==> config.mk <==
export PLATFORM = sky130hd
export DESIGN_NAME = escape_sequence_decoder_top
export DESIGN_NICKNAME = d
export VERILOG_FILES = /design/src/rtl/esd_pkg.sv /design/src/rtl/esd_front.sv /design/src/rtl/esd_fifo.sv /design/src/rtl/esd_back.sv /design/src/rtl/escape_sequence_decoder_top.sv
export SDC_FILE = /design/constraint.sdc
export NUM_CORES = 1
export LEC_CHECK = 0
export ABC_CLOCK_PERIOD_IN_PS = 19900
export BUFFER_PORTS_ARGS = -buffer_cell sky130_fd_sc_hd__buf_2
export CAP_MARGIN = 20
export CORE_ASPECT_RATIO = 1.2
export CORE_MARGIN = 1.5
export CORE_UTILIZATION = 55
export CTS_BUF_LIST = sky130_fd_sc_hd__clkbuf_8
export DETAILED_ROUTE_END_ITERATION = 10
export GPL_TIMING_DRIVEN = 0
export PLACE_DENSITY = 0.75
export SLEW_MARGIN = 5
export SYNTH_ARGS = -nofsm -noshare
export SYNTH_HDL_FRONTEND = slang
export SYNTH_SLANG_ARGS = --single-unit
export TNS_END_PERCENT = 5
==> constraint.sdc <==
create_clock -name i_clk -period 19.9 [get_ports i_clk]
set_input_delay 1.99 -clock i_clk [delete_from_list [all_inputs] [get_ports i_clk]]
set_output_delay 1.99 -clock i_clk [all_outputs]
set_load 0.01 [all_outputs]
==> src/rtl/esd_pkg.sv <==
package esd_pkg;

    localparam int DEF_MAX_BUFFER_SIZE = 4096;
    localparam int BUF_W  = 13;
    localparam int LEN_W  = 12;
    localparam int QDEPTH = 4;
    localparam int QPTR_W = $clog2(QDEPTH);
    localparam int QCNT_W = $clog2(QDEPTH + 1);

    localparam logic [0:0] REG_BUFFER_SIZE = 1'b0;

    localparam logic [7:0] CH_NUL    = 8'h00;
    localparam logic [7:0] CH_BSLASH = 8'h5C;
    localparam logic [7:0] CH_QUOTE  = 8'h22;
    localparam logic [7:0] CH_N      = 8'h6E;
    localparam logic [7:0] CH_R      = 8'h72;
    localparam logic [7:0] CH_T      = 8'h74;
    localparam logic [7:0] CH_E      = 8'h65;
    localparam logic [7:0] CH_X      = 8'h78;
    localparam logic [7:0] CH_0      = 8'h30;
    localparam logic [7:0] CH_7      = 8'h37;
    localparam logic [7:0] CH_9      = 8'h39;
    localparam logic [7:0] CH_LA     = 8'h61;
    localparam logic [7:0] CH_LF_    = 8'h66;
    localparam logic [7:0] CH_UA     = 8'h41;
    localparam logic [7:0] CH_UF     = 8'h46;
    localparam logic [7:0] BYTE_LF   = 8'h0A;
    localparam logic [7:0] BYTE_CR   = 8'h0D;
    localparam logic [7:0] BYTE_TAB  = 8'h09;
    localparam logic [7:0] BYTE_ESC  = 8'h1B;

    typedef struct packed {
        logic [7:0]       data_byte;
        logic             byte_valid;
        logic             string_done;
        logic [LEN_W-1:0] decoded_length;
        logic             truncated;
    } t_res;

    typedef struct packed {
        logic two;
        t_res r0;
        t_res r1;
    } t_entry;

    function automatic logic is_hex(input logic [7:0] c);
        return (c >= CH_0 && c <= CH_9) || (c >= CH_LA && c <= CH_LF_) ||
               (c >= CH_UA && c <= CH_UF);
    endfunction

    function automatic logic [3:0] hex_val(input logic [7:0] c);
        logic [7:0] v;
        if (c >= CH_0 && c <= CH_9) begin
            v = c - CH_0;
        end else if (c >= CH_LA && c <= CH_LF_) begin
            v = c - CH_LA + 8'd10;
        end else begin
            v = c - CH_UA + 8'd10;
        end
        return v[3:0];
    endfunction

endpackage

==> src/rtl/esd_front.sv <==
module esd_front #(
    parameter int MAX_BUFFER_SIZE = esd_pkg::DEF_MAX_BUFFER_SIZE
) (
    input  logic                       i_clk,
    input  logic                       i_rst_n,
    input  logic                       i_valid,
    output logic                       o_ready,
    input  logic [7:0]                 i_char,
    input  logic                       i_eos,
    input  logic [esd_pkg::BUF_W-1:0]  i_buffer_size,
    output logic                       o_push,
    output esd_pkg::t_entry            o_entry,
    input  logic                       i_full
);
    import esd_pkg::*;

    localparam int LIM_W = $clog2(MAX_BUFFER_SIZE + 1);
    localparam int CW    = ((LIM_W > BUF_W) ? LIM_W : BUF_W) + 1;
    localparam logic [CW-1:0] MAX_C = CW'(MAX_BUFFER_SIZE);

    localparam logic [2:0] MODE_TEXT = 3'd0;
    localparam logic [2:0] MODE_ESC  = 3'd1;
    localparam logic [2:0] MODE_HEX0 = 3'd2;
    localparam logic [2:0] MODE_HEX1 = 3'd3;
    localparam logic [2:0] MODE_OCT1 = 3'd4;
    localparam logic [2:0] MODE_OCT2 = 3'd5;

    logic [2:0]       r_mode, n_mode;
    logic [7:0]       r_pend, n_pend;
    logic [LIM_W-1:0] r_count, n_count;
    logic             r_lim, n_lim;

    logic [CW-1:0] limit;
    logic [CW-1:0] cnt_ext;
    logic          accept;
    logic          e0_v, tc_go, tc_v;
    logic [7:0]    e0_d;
    logic          is_oct;
    logic          fin;
    logic [CW-1:0] after_e0;
    logic [CW-1:0] len_c;
    logic [8:0]    oct9;
    t_res          byte0, byte1, done_res;
    logic          n_res_any, n_res_two;

    assign accept  = i_valid && !i_full;
    assign o_ready = !i_full;
    assign cnt_ext = CW'(r_count);
    assign limit   = (CW'(i_buffer_size) > MAX_C) ? MAX_C : CW'(i_buffer_size);
    assign is_oct  = i_char inside {[CH_0:CH_7]};
    assign fin     = i_eos || (i_char == CH_NUL);
    assign oct9    = {r_pend[5:0], i_char[2:0]};

    always_comb begin
        n_mode   = r_mode;
        n_pend   = r_pend;
        n_count  = r_count;
        n_lim    = r_lim;
        e0_v     = 1'b0;
        e0_d     = r_pend;
        tc_go    = 1'b0;
        tc_v     = 1'b0;
        after_e0 = cnt_ext;
        len_c    = cnt_ext;
        byte0    = '0;
        byte1    = '0;
        done_res = '0;
        n_res_any = 1'b0;
        n_res_two = 1'b0;

        if (fin) begin
            if (r_mode == MODE_HEX1 || r_mode == MODE_OCT1 || r_mode == MODE_OCT2) begin
                e0_v = 1'b1;
            end
            len_c = cnt_ext + CW'(e0_v);
            done_res.string_done    = 1'b1;
            done_res.decoded_length = len_c[LEN_W-1:0];
            done_res.truncated      = r_lim;
            n_mode  = MODE_TEXT;
            n_pend  = '0;
            n_count = '0;
            n_lim   = 1'b0;
            n_res_any = 1'b1;
            byte0.data_byte  = r_pend;
            byte0.byte_valid = 1'b1;
            if (e0_v) begin
                n_res_two = 1'b1;
            end
        end else if (!r_lim) begin
            case (r_mode)
                MODE_ESC: begin
                    n_mode = MODE_TEXT;
                    e0_v   = 1'b1;
                    case (i_char)
                        CH_BSLASH: e0_d = CH_BSLASH;
                        CH_QUOTE:  e0_d = CH_QUOTE;
                        CH_N:      e0_d = BYTE_LF;
                        CH_R:      e0_d = BYTE_CR;
                        CH_T:      e0_d = BYTE_TAB;
                        CH_E:      e0_d = BYTE_ESC;
                        CH_X: begin
                            e0_v   = 1'b0;
                            n_mode = MODE_HEX0;
                        end
                        default: begin
                            e0_v = 1'b0;
                            if (is_oct) begin
                                n_pend = {5'd0, i_char[2:0]};
                                n_mode = MODE_OCT1;
                            end else begin
                                tc_go = 1'b1;
                            end
                        end
                    endcase
                end
                MODE_HEX0: begin
                    if (is_hex(i_char)) begin
                        n_pend = {4'd0, hex_val(i_char)};
                        n_mode = MODE_HEX1;
                    end else begin
                        tc_go = 1'b1;
                    end
                end
                MODE_HEX1: begin
                    n_mode = MODE_TEXT;
                    e0_v   = 1'b1;
                    if (is_hex(i_char)) begin
                        e0_d = {r_pend[3:0], hex_val(i_char)};
                    end else begin
                        tc_go = 1'b1;
                    end
                end
                MODE_OCT1, MODE_OCT2: begin
                    if (is_oct) begin
                        n_pend = oct9[7:0];
                        if (r_mode == MODE_OCT1) begin
                            n_mode = MODE_OCT2;
                        end else begin
                            n_mode = MODE_TEXT;
                            e0_v   = 1'b1;
                            e0_d   = oct9[7:0];
                        end
                    end else begin
                        n_mode = MODE_TEXT;
                        e0_v   = 1'b1;
                        tc_go  = 1'b1;
                    end
                end
                default: begin
                    tc_go = 1'b1;
                end
            endcase

            after_e0 = cnt_ext + CW'(e0_v);
            if (tc_go) begin
                n_mode = MODE_TEXT;
                if (after_e0 + CW'(1) >= limit) begin
                    n_lim = 1'b1;
                end else if (i_char == CH_BSLASH) begin
                    n_mode = MODE_ESC;
                end else begin
                    tc_v = 1'b1;
                end
            end
            n_count = LIM_W'(after_e0 + CW'(tc_v));

            if (e0_v) begin
                byte0.data_byte  = e0_d;
                byte0.byte_valid = 1'b1;
                byte1.data_byte  = i_char;
                byte1.byte_valid = 1'b1;
                n_res_any = 1'b1;
                n_res_two = tc_v;
            end else begin
                byte0.data_byte  = i_char;
                byte0.byte_valid = 1'b1;
                n_res_any = tc_v;
            end
        end
    end

    always_comb begin
        o_entry.two = n_res_two;
        if (fin && !e0_v) begin
            o_entry.r0 = done_res;
        end else begin
            o_entry.r0 = byte0;
        end
        o_entry.r1 = fin ? done_res : byte1;
    end

    assign o_push = accept && n_res_any;

    always_ff @(posedge i_clk) begin
        if (!i_rst_n) begin
            r_mode  <= MODE_TEXT;
            r_pend  <= '0;
            r_count <= '0;
            r_lim   <= 1'b0;
        end else if (accept) begin
            r_mode  <= n_mode;
            r_pend  <= n_pend;
            r_count <= n_count;
            r_lim   <= n_lim;
        end
    end

endmodule

==> src/rtl/esd_fifo.sv <==
module esd_fifo (
    input  logic            i_clk,
    input  logic            i_rst_n,
    input  logic            i_push,
    input  esd_pkg::t_entry i_entry,
    output logic            o_full,
    input  logic            i_pop,
    output logic            o_empty,
    output esd_pkg::t_entry o_head
);
    import esd_pkg::*;

    t_entry            r_mem [QDEPTH];
    logic [QPTR_W-1:0] r_wr, r_rd;
    logic [QCNT_W-1:0] r_cnt;
    logic              do_push, do_pop;

    assign o_full  = (r_cnt == QCNT_W'(QDEPTH));
    assign o_empty = (r_cnt == '0);
    assign o_head  = r_mem[r_rd];
    assign do_push = i_push && !o_full;
    assign do_pop  = i_pop && !o_empty;

    always_ff @(posedge i_clk) begin
        if (do_push) begin
            r_mem[r_wr] <= i_entry;
        end
    end

    always_ff @(posedge i_clk) begin
        if (!i_rst_n) begin
            r_wr  <= '0;
            r_rd  <= '0;
            r_cnt <= '0;
        end else begin
            if (do_push) begin
                r_wr <= r_wr + QPTR_W'(1);
            end
            if (do_pop) begin
                r_rd <= r_rd + QPTR_W'(1);
            end
            r_cnt <= r_cnt + QCNT_W'(do_push) - QCNT_W'(do_pop);
        end
    end

endmodule

==> src/rtl/esd_back.sv <==
module esd_back (
    input  logic            i_clk,
    input  logic            i_rst_n,
    input  logic            i_empty,
    input  esd_pkg::t_entry i_head,
    output logic            o_pop,
    output logic            o_valid,
    input  logic            i_ready,
    output esd_pkg::t_res   o_res,
    output logic            o_last
);
    import esd_pkg::*;

    logic r_phase;
    logic r_valid;
    t_res r_res;
    logic r_last;
    logic load;
    logic fin;

    assign load  = (!r_valid || i_ready) && !i_empty;
    assign fin   = r_phase || !i_head.two;
    assign o_pop = load && fin;

    always_ff @(posedge i_clk) begin
        if (!i_rst_n) begin
            r_phase <= 1'b0;
            r_valid <= 1'b0;
        end else begin
            if (load) begin
                r_valid <= 1'b1;
                r_phase <= !fin;
            end else if (i_ready) begin
                r_valid <= 1'b0;
            end
        end
    end

    always_ff @(posedge i_clk) begin
        if (load) begin
            r_res  <= r_phase ? i_head.r1 : i_head.r0;
            r_last <= fin;
        end
    end

    assign o_valid = r_valid;
    assign o_res   = r_res;
    assign o_last  = r_last;

endmodule

==> src/rtl/escape_sequence_decoder_top.sv <==
// Path: a request's results are written into the queue when it is accepted and then pass
// through the output register before they are offered on the master side.
// Throughput: one request per cycle while the queue is not full and each request yields at most
// one result; a request that yields two results sends them in turn, absorbed by a four-entry queue.
// Reset: i_rst_n is synchronous and active low; it clears the decoder state and the queue
// and sets buffer_size to MAX_BUFFER_SIZE.
module escape_sequence_decoder_top #(
    parameter int MAX_BUFFER_SIZE = esd_pkg::DEF_MAX_BUFFER_SIZE
) (
    input  logic        i_clk,
    input  logic        i_rst_n,
    input  logic        s_tvalid,
    output logic        s_tready,
    input  logic [7:0]  s_tdata,   // char_code[7:0]
    input  logic        s_tlast,   // end_of_string
    output logic        m_tvalid,
    input  logic        m_tready,
    output logic [23:0] m_tdata,   // data_byte[7:0], decoded_length[19:8], truncated[20]
    output logic [1:0]  m_tuser,   // byte_valid[0], string_done[1]
    output logic        m_tlast,   // last_in_run
    input  logic        psel,
    input  logic        penable,
    input  logic        pwrite,
    input  logic [2:0]  paddr,
    input  logic [31:0] pwdata,
    output logic [31:0] prdata,
    output logic        pready
);
    import esd_pkg::*;

    logic [BUF_W-1:0] r_buffer_size;
    logic             push, full, pop, empty;
    t_entry           entry, head;
    t_res             res;

    assign pready = 1'b1;
    assign prdata = (paddr[2] == REG_BUFFER_SIZE) ? {{(32-BUF_W){1'b0}}, r_buffer_size} : '0;

    always_ff @(posedge i_clk) begin
        if (!i_rst_n) begin
            r_buffer_size <= BUF_W'(MAX_BUFFER_SIZE);
        end else if (psel && penable && pwrite && pready && paddr[2] == REG_BUFFER_SIZE) begin
            r_buffer_size <= pwdata[BUF_W-1:0];
        end
    end

    esd_front #(
        .MAX_BUFFER_SIZE(MAX_BUFFER_SIZE)
    ) u_front (
        .i_clk         (i_clk),
        .i_rst_n       (i_rst_n),
        .i_valid       (s_tvalid),
        .o_ready       (s_tready),
        .i_char        (s_tdata),
        .i_eos         (s_tlast),
        .i_buffer_size (r_buffer_size),
        .o_push        (push),
        .o_entry       (entry),
        .i_full        (full)
    );

    esd_fifo u_fifo (
        .i_clk   (i_clk),
        .i_rst_n (i_rst_n),
        .i_push  (push),
        .i_entry (entry),
        .o_full  (full),
        .i_pop   (pop),
        .o_empty (empty),
        .o_head  (head)
    );

    esd_back u_back (
        .i_clk   (i_clk),
        .i_rst_n (i_rst_n),
        .i_empty (empty),
        .i_head  (head),
        .o_pop   (pop),
        .o_valid (m_tvalid),
        .i_ready (m_tready),
        .o_res   (res),
        .o_last  (m_tlast)
    );

    assign m_tdata = {3'd0, res.truncated, res.decoded_length, res.data_byte};
    assign m_tuser = {res.string_done, res.byte_valid};

endmodule

-- Word level (Yosys, flattened, before mapping)
Memory sizes are Yosys's and may differ from the RTL's. A register that Yosys moved wholly into a read port is not among the register bits.
Index checks and enable logic that the tools add are counted.
- register bits: 71
- latch bits: 0
- memory bits (writable): 188
- memory bits (read-only): 0
- input port bits: 51
- output and inout port bits: 62
- logic and storage cells: 174
- memories kept: 1
- add/subtract/negate cells: 13
- multiply operators: 0
- div/mod/pow operators: 0
- magnitude comparators: 9
- eq/ne operators: 19
- shift operators: 0
- multiplexer cells: 76
- bitwise operators: 1
- reduce and logical (&&, ||, !) cells: 39
- memory list (memory ; words ; bits a word ; rd ports ; clocked after Yosys merged registers in ; wr ports ; RTL line ; text):
    u_fifo.r_mem ; 4 ; 47 ; 1 ; 1 ; 1 ; esd_fifo.sv:13 ; t_entry r_mem [QDEPTH];
- operators by type and width (operator ; number):
    $mux 8 ; 9
    $mux 23 ; 3
    $mux 13 ; 4
    $eq 8x7->1 const B ; 6
    $pmux 8 s3 ; 2
    $pmux 8 s6 ; 1
    $mux 9 ; 5
    $mux 1 ; 35
    $mux 3 ; 8
    $ge 8x7->1 const B ; 2
    $le 8x6->1 const B ; 2
    $le 8x7->1 const B ; 2
    $add 13x1->14 ; 1
    $add 14x1->14 const B ; 1
    $ge 14x14->1 ; 1
    $logic_and 1x1->1 ; 14
    $mux 14 ; 1
    $add 13x1->13 ; 1
    $gt 13x13->1 const B ; 1
    $add 12x1->12 ; 1
    $pmux 3 s4 ; 1
    $sub 4x1->4 const B ; 3
    $eq 3x3->1 const B ; 3
    $ne 3x1->1 const B ; 3
    29 further kinds ; 47

-- Logic depth before layout (Yosys ltp)
- depth in word-level cells: 20
- mapped depth: 36
- mapped depth without buffers: 34

-- By module
Synthesis repeated with hierarchy kept, for this count alone.
- cells, all modules: 997
- area, all modules: 13068.8 um^2
- modules (own cells, without submodules) (module ; instances ; cells an instance ; area each (um^2) ; seq. area each (um^2)):
    esd_fifo ; 1 ; 296 ; 7292.0 ; 5825.6
    esd_front ; 1 ; 542 ; 3758.6 ; 500.5
    esd_back ; 1 ; 62 ; 1198.6 ; 760.7
    escape_sequence_decoder_top ; 1 ; 97 ; 819.5 ; 260.2

-- Worst setup path after synthesis
Ideal clock, no wire load.
- path type: input-to-reg
- start point: input s_tdata[0]
- end point: memory u_fifo.r_mem[0][0] (netlist name) (enable)
- library setup time: 0.409 ns
- data arrival time: 8.346 ns
- data required time: 19.491 ns
- slack: 11.145 ns
- cell stages on the path: 28
- path buffers: 2
- cell sequence: inv_1 > ha_1 > nor4bb_1 > a31oi_1 > o211ai_1 > nor3_1 > a211o_1 > inv_1 > clkbuf_1 > ha_1 > ha_1 > buf_2 > nand3_1 > or3_1 > a22o_1 > or4b_4 > nor2_1 > nand2_1 > xnor2_1 > ha_1 > nand4_1 > nor3_1 > o311ai_0 > nand4b_1 > a21oi_1 > nand4_2 > a31oi_4 > and2_1
- longest elaborated chain between the ends: 20
- elaborated cells on any way between the ends: 50
- those cells by class: add/sub: 2; order compare: 8; eq/ne: 7; mux: 21; reduce/logical: 12
- RTL lines (what ; RTL line ; text):
    start: declaration ; escape_sequence_decoder_top.sv:14 ; input logic [7:0] s_tdata,
    $ge 8x6->1, or another cell as far along ; esd_pkg.sv:47, esd_front.sv:50 ;
    $logic_and 1x1->1 / $reduce_or 6->1 (equally long branches) ; -- ;
    $mux 1, on equally long branches ; esd_front.sv:134, esd_front.sv:94 ;
    $pmux 1 s3 ; esd_front.sv:90 ; case (r_mode)
    $mux 1 ; esd_front.sv:89 ; end else if (!r_lim) begin
    $mux 1 ; esd_front.sv:71 ; if (fin) begin
    $add 13x1->14 ; esd_front.sv:154 ; after_e0 = cnt_ext + CW'(e0_v);
    $add 14x1->14 ; esd_front.sv:157 ; if (after_e0 + CW'(1) >= limit) begin
    [... 5 more ...] ; -- ;
    $mux 1 ; esd_front.sv:167 ; if (e0_v) begin
    $mux 1 ; esd_front.sv:89 ;
    $mux 1 (*) ; esd_front.sv:71 ;
    $logic_and 1x1->1 (*) ; esd_front.sv:192 ; assign o_push = accept && n_res_any;
    $logic_and 1x1->1 (*) ; esd_fifo.sv:21 ; assign do_push = i_push && !o_full;
    via u_fifo.do_push ; esd_fifo.sv:16 ; logic do_push, do_pop;
    $mux 1 (*) ; esd_fifo.sv:25 ; if (do_push) begin
    $mux 1 (implied by the code) (*) ; esd_fifo.sv:26 ; r_mem[r_wr] <= i_entry;
    end: declaration ; esd_fifo.sv:13 ;
Mark *: on every way through the listed nets, which the timed path passes. The rest lies on a longest branch. The select of a mux whose other input is x is not followed.

-- Worst setup path in the final report
- start point: input s_tdata[0]
- end point: register u_front.r_count[4]
- longest elaborated chain between the ends: 16
- elaborated cells on any way between the ends: 48
- those cells by class: add/sub: 3; order compare: 8; eq/ne: 8; mux: 18; reduce/logical: 11
- RTL lines (what ; RTL line ; text):
    $ge 8x6->1, or another cell as far along ; esd_pkg.sv:47, esd_front.sv:50 ;
    $logic_and 1x1->1 / $reduce_or 6->1 (equally long branches) ; -- ;
    $mux 1, on equally long branches ; esd_front.sv:134, esd_front.sv:94 ;
    $pmux 1 s3 ; esd_front.sv:90 ;
    $mux 1 ; esd_front.sv:89 ;
    $mux 1 ; esd_front.sv:71 ;
    $add 13x1->14 ; esd_front.sv:154 ;
    $add 14x1->14 ; esd_front.sv:157 ;
    $ge 14x14->1 ; esd_front.sv:157 ;
    $mux 1 ; esd_front.sv:157 ;
    $mux 1 ; esd_front.sv:155 ; if (tc_go) begin
    $mux 1 ; esd_front.sv:89 ;
    $mux 1 ; esd_front.sv:71 ;
    $add 13x1->13 ; esd_front.sv:165 ; n_count = LIM_W'(after_e0 + CW'(tc_v));
    $mux 13 ; esd_front.sv:89 ;
    $mux 13 ; esd_front.sv:71 ;
    end signal: assignment ; esd_front.sv:203 ; r_count <= n_count;
    end: declaration ; esd_front.sv:30 ; logic [LIM_W-1:0] r_count, n_count;
Several ways; a longest one is shown, not always the timed one. The select of a mux whose other input is x is not followed.
A chain may end at the register's enable or synchronous reset.

==> summary by stage <==
Critical path
The cell depth of the worst flop-to-flop path is 32. The critical path starts at s_tdata[0]. The worst reg2reg path endpoint is u_front.r_count[4]. The setup slack of the most critical reg-to-reg path is 12.85 ns.

The worst setup path is launched from a primary input. The capturing element of the worst setup path is u_front.r_count[4]. The worst register-to-register path begins at u_front.r_mode[0]. In this run the worst path has a maximum fanout of 10.

The delay contributed by the slowest stage of the critical path is 0.55 ns. The worst-path cell with the longest stage delay is sky130_fd_sc_hd__or4b_4. The required arrival time at the worst endpoint is 20.37 ns. The cell that appears most often on the critical path is sky130_fd_sc_hd__ha_1. By startpoint and endpoint, the worst setup path is classified as in2reg. The type of element capturing the critical path is a register. The data arrival at the endpoint of the critical path is 9.85 ns.

Logic synthesis
The sequential area share after synthesis is 57.9%. The mapped cell area is 12700 sq um. Yosys mapped the design onto 68 distinct sky130hd cell types. Counting flops with a built-in enable in the synthesized netlist gives 212. The share of the synthesized area in the top cell type is 50.1%.

The cell taking the most area after synthesis is sky130_fd_sc_hd__edfxtp_1. By area the synthesized netlist is led by sky130_fd_sc_hd__edfxtp_1, sky130_fd_sc_hd__mux4_2, sky130_fd_sc_hd__dfxtp_1, sky130_fd_sc_hd__nand2_1, sky130_fd_sc_hd__ha_1. Synthesis produced a netlist whose cell count is 1022. In this run, synthesis produced a sequential element count of 261. In this run the mean area of a mapped cell was 12.4 sq um. The yosys synthesis warning count is 0. In the synthesized netlist the dominant register cell turns out to be sky130_fd_sc_hd__edfxtp_1. Of all flip-flops after synthesis, the portion carrying an async set or reset was 0%.

Final layout
The ratio of cells with drive above 1 in the final layout is 18.3%. Compared with the post-synthesis result, the final layout area differs by 12.6%. The utilization after layout is 63.4%. The sequential cells in the finished layout cover a total of 7350 sq um. At the end of the flow, the number of nets in the layout was 1240. The area taken by multi-input logic gates is 4940 sq um. The layout has 1732 filler cells.

The post-route cell area is 14300 sq um. The antenna diode count is 0.

Timing
The share of the clock period used by the worst path after layout is 47.1%. The largest clock skew in the final design is 0.0204 ns. Setup violations remaining at the end of the flow were counted as 0. Measured against its own limit, the worst slew margin works out to 27.5%. The count of final max-slew check failures is 0. After layout, the minimum clock period comes to 9.38 ns. The achievable clock frequency is 107 MHz. The number of endpoints with negative hold slack in the final report is 0. The slew at the pin closest to its max-slew limit is 1.08 ns.

The setup TNS after final layout is 0 ns. Setup repair after global routing left no endpoint under its margin.

Routing
The final routed DRC violation total is 0. The number of DRC markers in iteration 0 is 554. The via-per-instance ratio is 5.71. The routed design uses 1370 um of met3 wire. The post-route antenna net violation count is 0. The average routed wire per standard cell is 17.7 um. The highest metal layer with signal wires is met4. Summed over all layers, the routed wires come to 25800 um. The detailed router put a total of 11000 um of wire on met1. Summed over all nets, wire length on met2 after detailed routing comes to 12900 um.

The final route contains 8360 vias. The total iterations of the first detailed-routing run is 5.

Clocking
The clock tree from TritonCTS is built. Clock latency on the worst-skew pair, taken at its later pin, is 0.54 ns. The buffer levels on the longest clock path is 3. The count of instances resized after the clock tree is built is 0. The total of hold buffers inserted after clock tree synthesis is 0. The clock sink total is 261. Clock tree synthesis inserted a total of 39 buffers. The number of setup buffers added after CTS is 0. The CTS root buffer is sky130_fd_sc_hd__clkbuf_8.

The clock-pin slew of the registers on the worst-case setup and hold paths is 0.06 ns. The number of levels the H-tree was split into is 2.

Pwr
The analysis attributes to cell leakage a power of 5.32 nW. The worst supply voltage drop on vdd is 0.0000706 V. Dividing total power by cell area gives a power density of 99.6 nW/um^2. The sum of internal, switching and leakage power is 1.42 mW.

Floorplanning
The region available for standard cell placement spans 22500 sq um. In this run the count of I/O pins placed on the die edge is 113. The initial utilization of the core area, before any placement, comes to 56.4%. The height of the chip is 169 um. The die covers 24000 sq um.

The number of standard-cell rows in the floorplan is 60. The horizontal die dimension is 142 um.

Place
The weighted congestion at the end of routability-driven global placement is 0.908. The count of buffers inserted at the top-level ports is 67. The placement-stage cell area is 13500 sq um. The sum of net half-perimeters after detailed placement is 18300 um.

Global routing
The initial antenna violation count is 0. The aggregate global routing overflow is 0. The number of global-route vias before repair came to 8154. The global-route wire length before repair is 42100 um. Entering global routing, the biggest net connects 32 pins. Global routing used 22.2% of the available tracks.

Run
The number of max-cap violations is 0.

Hold path
The startpoint identified for the worst hold timing path is r_buffer_size[6]. The path category of the worst min-delay check is reg2reg.

Outcome
The flow ran to the end, and the final reports show no timing, DRC or antenna violations.
-- registers in the layout, summed over array words and instances, names as in the netlist, 3 cells and up, named ones only --
name / flops
u_back.o_res: 23
u_fifo.r_mem: 188
u_front.r_pend: 8
u_fifo.r_cnt: 3
r_buffer_size: 13
u_front.r_mode: 3
u_front.r_count: 13
-- cells by family (layout without fill, tap and decap cells) --
kind of cell	count (synthesis)	count (layout)	share of synthesized area, %
buf+inv	106	247	3.87
mux	62	62	9.62
xor+xnor	43	43	2.97
compound gates	151	151	8.26
flops	261	261	57.9
fa+ha+maj	35	35	3.49
simple gates	362	362	13.9
other cells	2	23	0.0592
-- critical path: cells and delay by family --
kind | cells | cell delay [ns]
and+or+nand+nor | 15 | 2.98
adders and majority gates | 7 | 1.88
AOI/OAI and AO/OA | 8 | 1.72
buffers and inverters | 6 | 1.12
xor gates and xnor gates | 1 | 0.15
-- layer usage --
layer / GRT usage [%] / up-vias
li1: - / 4015
met1: 29.0 / 4029
met2: 38.5 / 279
met3: 3.44 / 37
met4: 6.28 / 0
met5: 0 / -
-- power breakdown --
part | leakage (nW) | internal, mW | switching [mW] | total [mW]
Sequential | 2.45 | 0.679 | 0.0184 | 0.697
Combinational | 2.44 | 0.129 | 0.179 | 0.308
Clock | 0.422 | 0.223 | 0.195 | 0.418
Total | 5.32 | 1.03 | 0.392 | 1.42
-- cell usage after synthesis (5+ instances only) --
master and n:
sky130_fd_sc_hd__a221oi_1 5, sky130_fd_sc_hd__a21oi_1 27, sky130_fd_sc_hd__mux2_2 10, sky130_fd_sc_hd__or3_1 11
sky130_fd_sc_hd__o211ai_1 6, sky130_fd_sc_hd__clkbuf_1 40, sky130_fd_sc_hd__nor3_1 22, sky130_fd_sc_hd__inv_1 26
sky130_fd_sc_hd__a21boi_0 24, sky130_fd_sc_hd__nor2b_1 27, sky130_fd_sc_hd__a21o_1 12, sky130_fd_sc_hd__nor2_1 44
sky130_fd_sc_hd__xnor2_1 28, sky130_fd_sc_hd__buf_1 10, sky130_fd_sc_hd__ha_1 33, sky130_fd_sc_hd__o21ai_0 27
sky130_fd_sc_hd__buf_4 23, sky130_fd_sc_hd__nand3_1 25, sky130_fd_sc_hd__a31oi_1 7, sky130_fd_sc_hd__nand2_1 166
sky130_fd_sc_hd__mux2i_1 5, sky130_fd_sc_hd__xor2_1 15, sky130_fd_sc_hd__nand4_1 8, sky130_fd_sc_hd__a22oi_1 11
sky130_fd_sc_hd__and2_1 19, sky130_fd_sc_hd__dfxtp_1 49, sky130_fd_sc_hd__edfxtp_1 212, sky130_fd_sc_hd__and3_1 13
sky130_fd_sc_hd__mux4_2 47, sky130_fd_sc_hd__buf_2 6
-- cell usage in the layout (no fill, tap or decap), types with 11 or more instances in the layout --
master,instances
sky130_fd_sc_hd__a21boi_0,24
sky130_fd_sc_hd__a21o_1,12
sky130_fd_sc_hd__a21oi_1,27
sky130_fd_sc_hd__a22oi_1,11
sky130_fd_sc_hd__and2_1,15
sky130_fd_sc_hd__and3_1,13
sky130_fd_sc_hd__buf_2,73
sky130_fd_sc_hd__buf_4,23
sky130_fd_sc_hd__clkbuf_1,40
sky130_fd_sc_hd__clkbuf_8,39
sky130_fd_sc_hd__clkinv_1,12
sky130_fd_sc_hd__conb_1,23
sky130_fd_sc_hd__dfxtp_1,49
sky130_fd_sc_hd__edfxtp_1,212
sky130_fd_sc_hd__ha_1,33
sky130_fd_sc_hd__inv_1,39
sky130_fd_sc_hd__mux4_2,47
sky130_fd_sc_hd__nand2_1,166
sky130_fd_sc_hd__nand3_1,25
sky130_fd_sc_hd__nor2_1,44
sky130_fd_sc_hd__nor2b_1,27
sky130_fd_sc_hd__nor3_1,22
sky130_fd_sc_hd__o21ai_0,27
sky130_fd_sc_hd__or3_1,11
sky130_fd_sc_hd__xnor2_1,28
sky130_fd_sc_hd__xor2_1,15
-- stage by stage --
step           std cells  setup WS [ns]  hold slack [ns]
5_1_grt             1463           9.87            0.497
6_report            1463          10.52            0.479
2_1_floorplan       1043          11.14            0.447
3_5_place_dp        1393          10.04            0.471
4_1_cts             1463          10.56            0.481
3_3_place_gp        1389           9.07            0.471
-- how the worst min path moves through the flow --
| stage | endpoint | cells past startpoint |
|---|---|---|
| 6_report | r_buffer_size[6] | 2 |
| 5_1_grt | r_buffer_size[7] | 2 |
| 2_1_floorplan | r_buffer_size[0] | 2 |
| 3_3_place_gp | u_back.o_valid | 2 |
| 4_1_cts | r_buffer_size[6] | 2 |
| 3_5_place_dp | r_buffer_size[6] | 2 |
-- area by class of cell --
class	instances	area share, %
clock inverter	31	1.47
buffer	79	2.73
clock buffer	39	3.76
sequential	261	51.4
multi-input combinational	676	34.6
timing repair buffer	71	2.91
tap	279	2.44
inverter	27	0.709
Note: power is estimated with default switching activity, not from simulation.
